**src/hw/rtl/cau_div_cell.sv**
```systemverilog
// One restoring-division cell: produces one quotient bit per stage for both lanes.
// No package dependencies; instantiated in a chain by the top level.
`default_nettype none
module cau_div_cell #(
  parameter int unsigned NumBits = 64,
  parameter int unsigned DenBits = 64,
  parameter int unsigned TagBits = 1
) (
  input  wire logic               clk_i,
  input  wire logic               rst_ni,
  input  wire logic               en_i,
  input  wire logic               valid_i,
  input  wire logic [NumBits-1:0] rem_re_i,
  input  wire logic [NumBits-1:0] rem_im_i,
  input  wire logic [NumBits-1:0] quo_re_i,
  input  wire logic [NumBits-1:0] quo_im_i,
  input  wire logic [DenBits-1:0] den_i,
  input  wire logic [TagBits-1:0] tag_i,
  input  wire logic [NumBits-1:0] num_re_i,
  input  wire logic [NumBits-1:0] num_im_i,
  output logic                    valid_o,
  output logic      [NumBits-1:0] rem_re_o,
  output logic      [NumBits-1:0] rem_im_o,
  output logic      [NumBits-1:0] quo_re_o,
  output logic      [NumBits-1:0] quo_im_o,
  output logic      [DenBits-1:0] den_o,
  output logic      [TagBits-1:0] tag_o,
  output logic      [NumBits-1:0] num_re_o,
  output logic      [NumBits-1:0] num_im_o
);
  // shift remainder left by one, bring in the next numerator bit, subtract if it fits
  logic [NumBits:0] sh_re, sh_im;
  logic             fit_re, fit_im;

  always_comb begin
    sh_re  = {rem_re_i, num_re_i[NumBits-1]};
    sh_im  = {rem_im_i, num_im_i[NumBits-1]};
    fit_re = sh_re >= {{(NumBits+1-DenBits){1'b0}}, den_i};
    fit_im = sh_im >= {{(NumBits+1-DenBits){1'b0}}, den_i};
  end

  always_ff @(posedge clk_i or negedge rst_ni) begin
    if (!rst_ni) begin
      valid_o <= 1'b0;
    end else if (en_i) begin
      valid_o <= valid_i;
    end
  end

  always_ff @(posedge clk_i) begin
    if (en_i) begin
      rem_re_o <= fit_re ? NumBits'(sh_re - {{(NumBits+1-DenBits){1'b0}}, den_i})
                         : NumBits'(sh_re);
      rem_im_o <= fit_im ? NumBits'(sh_im - {{(NumBits+1-DenBits){1'b0}}, den_i})
                         : NumBits'(sh_im);
      quo_re_o <= {quo_re_i[NumBits-2:0], fit_re};
      quo_im_o <= {quo_im_i[NumBits-2:0], fit_im};
      num_re_o <= {num_re_i[NumBits-2:0], 1'b0};
      num_im_o <= {num_im_i[NumBits-2:0], 1'b0};
      den_o    <= den_i;
      tag_o    <= tag_i;
    end
  end
endmodule
`default_nettype wire

```
**config.mk**
```make
export PLATFORM = sky130hd
export DESIGN_NAME = cau_div_cell
export DESIGN_NICKNAME = d
export VERILOG_FILES = /design/src/hw/rtl/cau_div_cell.sv
export SDC_FILE = /design/constraint.sdc
export NUM_CORES = 1
export LEC_CHECK = 0
export BUFFER_PORTS_ARGS = -buffer_cell sky130_fd_sc_hd__buf_4
export CORE_AREA = 3 3 349 351
export CTS_BUF_LIST = sky130_fd_sc_hd__clkbuf_8
export DETAILED_ROUTE_END_ITERATION = 8
export DIE_AREA = 0 0 352 354
export PLACE_DENSITY = 0.43
export SLEW_MARGIN = 30
export SYNTH_ARGS = -nofsm -noshare
export SYNTH_HDL_FRONTEND = slang
export SYNTH_SLANG_ARGS = --single-unit
```
**constraint.sdc**
```tcl
create_clock -name clk_i -period 1.93 [get_ports clk_i]
set_input_delay 0.0965 -clock clk_i [delete_from_list [all_inputs] [get_ports clk_i]]
set_output_delay 0.0965 -clock clk_i [all_outputs]
set_load 0.05 [all_outputs]
```
==> reports/results.ini, run 1 <==
[yosys]
syn_area_per_cell_um2=11.7
synth_seq_cells=448
synthCells=1973
ys_async_sr_fraction=0.00223
synth_cell_types=86
yosys.area.top_type_share=0.583
synth_ff_type=edfxtp_1
yosysSeqAreaShare=0.584
yosysMostFrequentCell=edfxtp_1
synth_edf_count=447
synth_area_leaders=edfxtp_1 (58%), ha_1 (7.0%), a21oi_1 (4.5%)
synth_area_um2=23000
synth_top_area_cell=edfxtp_1
synth_common_cells=edfxtp_1 (447), a21oi_1 (207), nand2_1 (169), ha_1 (128), o21ai_0 (127)
ys_warn_count=0

[cts]
cts_tree=done
clock-sinks=448
clockBufferDepth=3
cts_root_buf=clkbuf_8
cts_buffers=87
htreeDepth=3
path_clk_slew_ps=60
insertion_delay_ps=790

[global_routing]
track_usage=0.192
grt_pass1_wl_um=177000
first_global_vias=26300
antenna_found_initial=15
gr-total-overflow=0
grt_max_degree=56

[die]
num_rows=127
io_pins=903
fp.dieH_um=354
die_x_um=352
die_area_um2=125000
start_util=0.193
core_um2=119000

[detailed_routing]
drt-met1-wl_um=49400
drt-initial-drc-count=1210
highest_layer=met5
dr_total_vias=25300
firstDrtPassIters=7
antenna_left=0
routed_wl_um=129000
met2_length_um=68400
viasPerCell=4.22
wl_per_cell_um=21.5
dr_wl_met3_um=6470
drc=0

[sta]
slew_violations=0
rsz0062_at_grt=true
clock.fmax_mhz=428
hold_viol=24
finalCritPeriodShare=1.21
fin_setup_tns_ps=-37270
fin_skew_ps=0
setup_slack_ps=-406
setup_viol=130
period_minus_slack_ps=2340
hold_ws_ps=-471

[setup_path]
required_ps=2450
reg2reg_slack_ps=560
cp.arrival_ps=2860
startpoint_type=input port
crit_path_max_fanout=4
end_kind=register
critPathKind=in2reg
r2r_cells=2
regToRegStartpoint=valid_o
r2r_end=valid_o

[pwr]
switchingPower_w=0.0137
powerDensity_nw_per_um2=755
p_sw_frac=0.368
finalPower_w=0.0372
ir_drop_uv=522
p_comb_frac=0.406
seqPwrFrac=0.333
p_leak_nw=21.2
pwr-share-clk=0.262
internal_power_w=0.0235

[worst_hold_path]
hold_class=in2reg
hold_path_depth=1
hold_start=den_i[6]
min_to=den_o[6]

[placed_design]
io_buffers=898
gp_congestion=0.868
post-dp-hpwl_um=94300

[cells_and_area]
num-fill-cells=11500
nets=4898
area_growth_pct=114
drive_above_1_share=0.492
fin_util=0.413

[outcome]
violations=negative hold slack, negative setup slack
outcome=finished, violations left

[run]
drv_cap=0

critical path, stage by stage:
cell and delay (ps):
buf_4 110, clkinvlp_4 180, ha_1 390, a21oi_1 300, o21ai_2 150, nand2_1 120
nand3_2 100, a211oi_2 250, buf_4 150, a21oi_2 70, a311o_1 430, mux2i_1 200
a31oi_1 120, a21o_1 170
power groups by stage:
stage | Combinational [W] | Sequential [W] | Clock, W
6_report | 0.0151 | 0.0124 | 0.00973
5_1_grt | 0.0158 | 0.0124 | 0.0105
2_1_floorplan | 0.00314 | 0.0160 | 0
4_1_cts | 0.0139 | 0.0124 | 0.0101
3_3_place_gp | 0.0122 | 0.0126 | 0
3_5_place_dp | 0.0122 | 0.0125 | 0
through the flow:
stage / std cells / hold slack (ps) / area, um^2 / worst slack (ps)
2_1_floorplan: 1974 / -199 / 23800 / -799
3_3_place_gp: 5015 / -126 / 36800 / -1520
3_5_place_dp: 5015 / -125 / 36800 / -1560
4_1_cts: 5882 / -612 / 46400 / -303
5_1_grt: 5996 / -529 / 49200 / -455
6_report: 6001 / -471 / 49200 / -406
state kept, by name, summed over array words and instances (netlist names):
register	cells
den_o	64
valid_o	1
tag_o	1
num_im_o	63
num_re_o	63
quo_im_o	64
rem_re_o	64
quo_re_o	64
rem_im_o	64
cells by family (layout without fill, tap and decap cells):
family / count (synthesis) / count (layout) / synth area share
and+or+nand+nor: 487 / 487 / 0.100
adders and majority gates: 130 / 130 / 0.0713
xor gates and xnor gates: 113 / 113 / 0.0430
buffers and inverters: 204 / 2611 / 0.0373
muxes: 23 / 23 / 0.0111
AOI/OAI and AO/OA: 567 / 567 / 0.153
other: 1 / 10 / 0.000163
DFF: 448 / 448 / 0.584
cell usage in the layout, fill, tap and decap left out, types with 61 or more instances in the layout:
cell type,n
a21o_1,69
a21oi_1,144
buf_4,1519
clkbuf_8,88
dlygate4sd3_1,732
edfxtp_1,447
ha_1,62
ha_4,61
inv_1,84
nand2_1,149
nor2_1,69
o21ai_2,67
xnor2_1,64
routing by layer:
metal | global-route usage | up-vias
met3 | 0.0423 | 205
met1 | 0.207 | 12300
li1 | - | 12100
met5 | 0 | -
met2 | 0.364 | 737
met4 | 0.0694 | 8
worst max-delay path by stage:
| stage | startpoint | endpoint | cells after the start |
|---|---|---|---|
| 6_report | den_i[37] | rem_im_o[62] | 14 |
| 5_1_grt | den_i[37] | rem_im_o[62] | 14 |
| 4_1_cts | den_i[0] | rem_re_o[48] | 13 |
| 3_5_place_dp | den_i[2] | rem_im_o[54] | 14 |
| 3_3_place_gp | den_i[2] | rem_im_o[2] | 15 |
| 2_1_floorplan | num_re_i[63] | rem_re_o[60] | 13 |
layout make-up:
| cell class | count | area (um^2) | share of cell area |
|---|---|---|---|
| antenna | 8 | 20.0 | 0.000407 |
| clock buffer | 88 | 1210 | 0.0246 |
| clock inverter | 67 | 464 | 0.00943 |
| inverter | 110 | 504 | 0.0102 |
| multi-input combinational | 1322 | 11100 | 0.226 |
| sequential | 448 | 13400 | 0.273 |
| tap | 1612 | 2020 | 0.0410 |
| timing repair buffer | 2346 | 20400 | 0.415 |
what timing repair did:
item | in CTS | in global routing
endpoints found under the setup margin | 130 | 130
hold buffers | 681 | 52
endpoints found under the hold margin | 702 | 68
gates resized for setup | 148 | 361
setup buffers | 28 | 43
cloned | 6 | 21
pin swaps | 47 | 92
(Power assumes the default switching activity.)
==> run 2: changes to the inputs <==
--- a/config.mk
+++ b/config.mk
@@ -6,11 +6,11 @@
 export NUM_CORES = 1
 export LEC_CHECK = 0
 export BUFFER_PORTS_ARGS = -buffer_cell sky130_fd_sc_hd__buf_4
-export CORE_AREA = 3 3 349 351
+export CORE_AREA = 3 3 353 355
 export CTS_BUF_LIST = sky130_fd_sc_hd__clkbuf_8
 export DETAILED_ROUTE_END_ITERATION = 8
-export DIE_AREA = 0 0 352 354
-export PLACE_DENSITY = 0.43
+export DIE_AREA = 0 0 356 358
+export PLACE_DENSITY = 0.44
 export SLEW_MARGIN = 30
 export SYNTH_ARGS = -nofsm -noshare
 export SYNTH_HDL_FRONTEND = slang
==> reports/results.ini, run 2 (synthesis results as in run 1) <==
[die]
start_util=0.189  ; was 0.193
die_x_um=356  ; was 352 um
die_area_um2=127000  ; was 125000 um^2
io_pins=903  ; unchanged
fp.dieH_um=358  ; was 354 um
num_rows=128  ; was 127
core_um2=122000  ; was 119000 um^2

[setup_path]
path_cells=buf_4 > inv_1 > ha_4 > buf_4 > nand4_1 > or3_4 > nor3_2 > o211ai_1 > and2_4 > o311ai_4 > buf_12 > buf_12 > mux2_4  ; was buf_4 > clkinvlp_4 > ha_1 > a21oi_1 > o21ai_2 > nand2_1 > nand3_2 > a211oi_2 > buf_4 > a21oi_2 > a311o_1 > mux2i_1 > a31oi_1 > a21o_1
cpMaxStageDelayCell=or3_4  ; was a311o_1
slowest_delay_ps=440  ; was 430 ps
cp.arrival_ps=2810  ; was 2860 ps
end_kind=register  ; unchanged
required_ps=2440  ; was 2450 ps
reg2reg_slack_ps=620  ; was 560 ps
critPathKind=in2reg  ; unchanged
crit_path_max_fanout=8  ; was 4
startpoint_type=input port  ; unchanged

[placed_design]
place_ws_ps=-1770  ; was -1560 ps
dp.cells=5028  ; was 5015
post-dp-hpwl_um=96600  ; was 94300 um
io_buffers=898  ; unchanged
gp_congestion=0.851  ; was 0.868
place_area_um2=37000  ; was 36800 um^2

[outcome]
violations=negative hold slack, negative setup slack  ; unchanged
outcome=finished, violations left  ; unchanged

[sta]
setup_slack_ps=-370  ; was -406 ps
clock.fmax_mhz=435  ; was 428 MHz
hold_viol=43  ; was 24
hold_ws_ps=-492  ; was -471 ps
slew_violations=0  ; unchanged
relSlewSlack=0.632
rsz0062_at_grt=true  ; unchanged
worstMarginPinSlew_ps=545
setup_viol=130  ; unchanged
finalCritPeriodShare=1.19  ; was 1.21
period_minus_slack_ps=2300  ; was 2340 ps
fin_skew_ps=0  ; unchanged

[cells_and_area]
final_area_um2=49700  ; was 49200 um^2
nets=4888  ; was 4898
fin_util=0.409  ; was 0.413
layout_common_cells=buf_4 (1486), dlygate4sd3_1 (716), edfxtp_1 (447), nand2_1 (142), a21oi_1 (125)  ; was buf_4 (1519), dlygate4sd3_1 (732), edfxtp_1 (447), nand2_1 (149), a21oi_1 (144)
drive_above_1_share=0.502  ; was 0.492
final_common_cell=buf_4  ; unchanged
finalNonFillerCells=6017  ; was 6001
area_growth_pct=116  ; was 114%

[global_routing]
track_usage=0.188  ; was 0.192
gr-total-overflow=0  ; unchanged
first_global_vias=26100  ; was 26300
grt_max_degree=46  ; was 56
grt_pass1_wl_um=175000  ; was 177000 um
antenna_found_initial=27  ; was 15

[detailed_routing]
dr_total_vias=25100  ; was 25300
routed_wl_um=128000  ; was 129000 um
antenna_left=0  ; unchanged
firstDrtPassIters=5  ; was 7
drc=0  ; unchanged
viasPerCell=4.17  ; was 4.22
drt-initial-drc-count=1267  ; was 1210
wl_per_cell_um=21.3  ; was 21.5 um

[cts]
clockBufferDepth=3  ; unchanged
cts_tree=done  ; unchanged
cts_root_buf=clkbuf_8  ; unchanged
htreeDepth=3  ; unchanged
clock-sinks=448  ; unchanged
path_clk_slew_ps=60  ; about the same
cts_buffers=88  ; was 87
insertion_delay_ps=780  ; was 790 ps

[worst_hold_path]
hold_class=in2reg  ; unchanged

[run]
drv_cap=0  ; unchanged

[pwr]
ir_drop_uv=532  ; was 522 uV
p_leak_nw=21.3  ; was 21.2 nW
powerDensity_nw_per_um2=748  ; was 755 nW/um^2

-- run 2: area by class of cell --
class / instances / area [um^2]
fillers: 11700 / 72000
repair buffers: 2335 / 20500
flip-flops and latches: 448 / 13400
multi-input cells: 1322 / 11400
well taps: 1625 / 2030
clock buffers: 89 / 1220
inverters: 110 / 527
clock inverters: 66 / 467
diodes: 22 / 55.1
-- run 2: worst paths after layout --
check	start	end	cells after the start
worst max-delay path	den_i[38]	rem_re_o[6]	13
max in group asynchronous	rst_ni	valid_o	3
worst min register to register	valid_o	valid_o	2
worst max register to register	valid_o	valid_o	2
worst min-delay path	den_i[13]	den_o[13]	1
min in group asynchronous	rst_ni	valid_o	3
-- run 2: worst max-delay path, delay by kind of cell --
family                     cells  cell delay [ps]
muxes                          1              290
and+or+nand+nor                4              890
buffers and inverters          5              720
adders and majority gates      1              300
AOI/OAI and AO/OA              2              480
-- run 2: per-stage QoR --
step / hold WS, ps / power [W] / TNS [ps]
final: -492 / 0.0372 / -33160
after global routing: -575 / 0.0389 / -35190
after CTS: -636 / 0.0366 / -23360
after detailed placement: -125 / 0.0248 / -171070
after global placement: -128 / 0.0248 / -171430
after floorplan: -199 / 0.0191 / -75400
-- run 2: where the power goes --
part	leakage, nW	internal, W	total (W)	switching, W
clock	0.963	0.00503	0.00968	0.00466
combinational	16.0	0.00661	0.0152	0.00854
sequential	4.39	0.0120	0.0123	0.000390
total	21.3	0.0236	0.0372	0.0136
-- run 2: per-layer routing --
metal	global-route usage	share of wire	up-vias	wire [um]
met5	0	0.00065	-	83
li1	-	-	12100	-
met4	0.0677	0.039	12	4960
met2	0.352	0.53	723	67500
met1	0.199	0.37	12100	47500
met3	0.0520	0.061	205	7860
-- run 2: timing repair --
| item | 4_1_cts | 5_1_grt |
|---|---|---|
| hold buffers | 657 | 61 |
| endpoints found under the hold margin | 703 | 89 |
| setup endpoints to repair | 130 | 130 |
| resized for setup | 290 | 331 |
| gates cloned | 9 | 11 |
| pin swaps | 96 | 101 |
| buffers inserted | 43 | 39 |
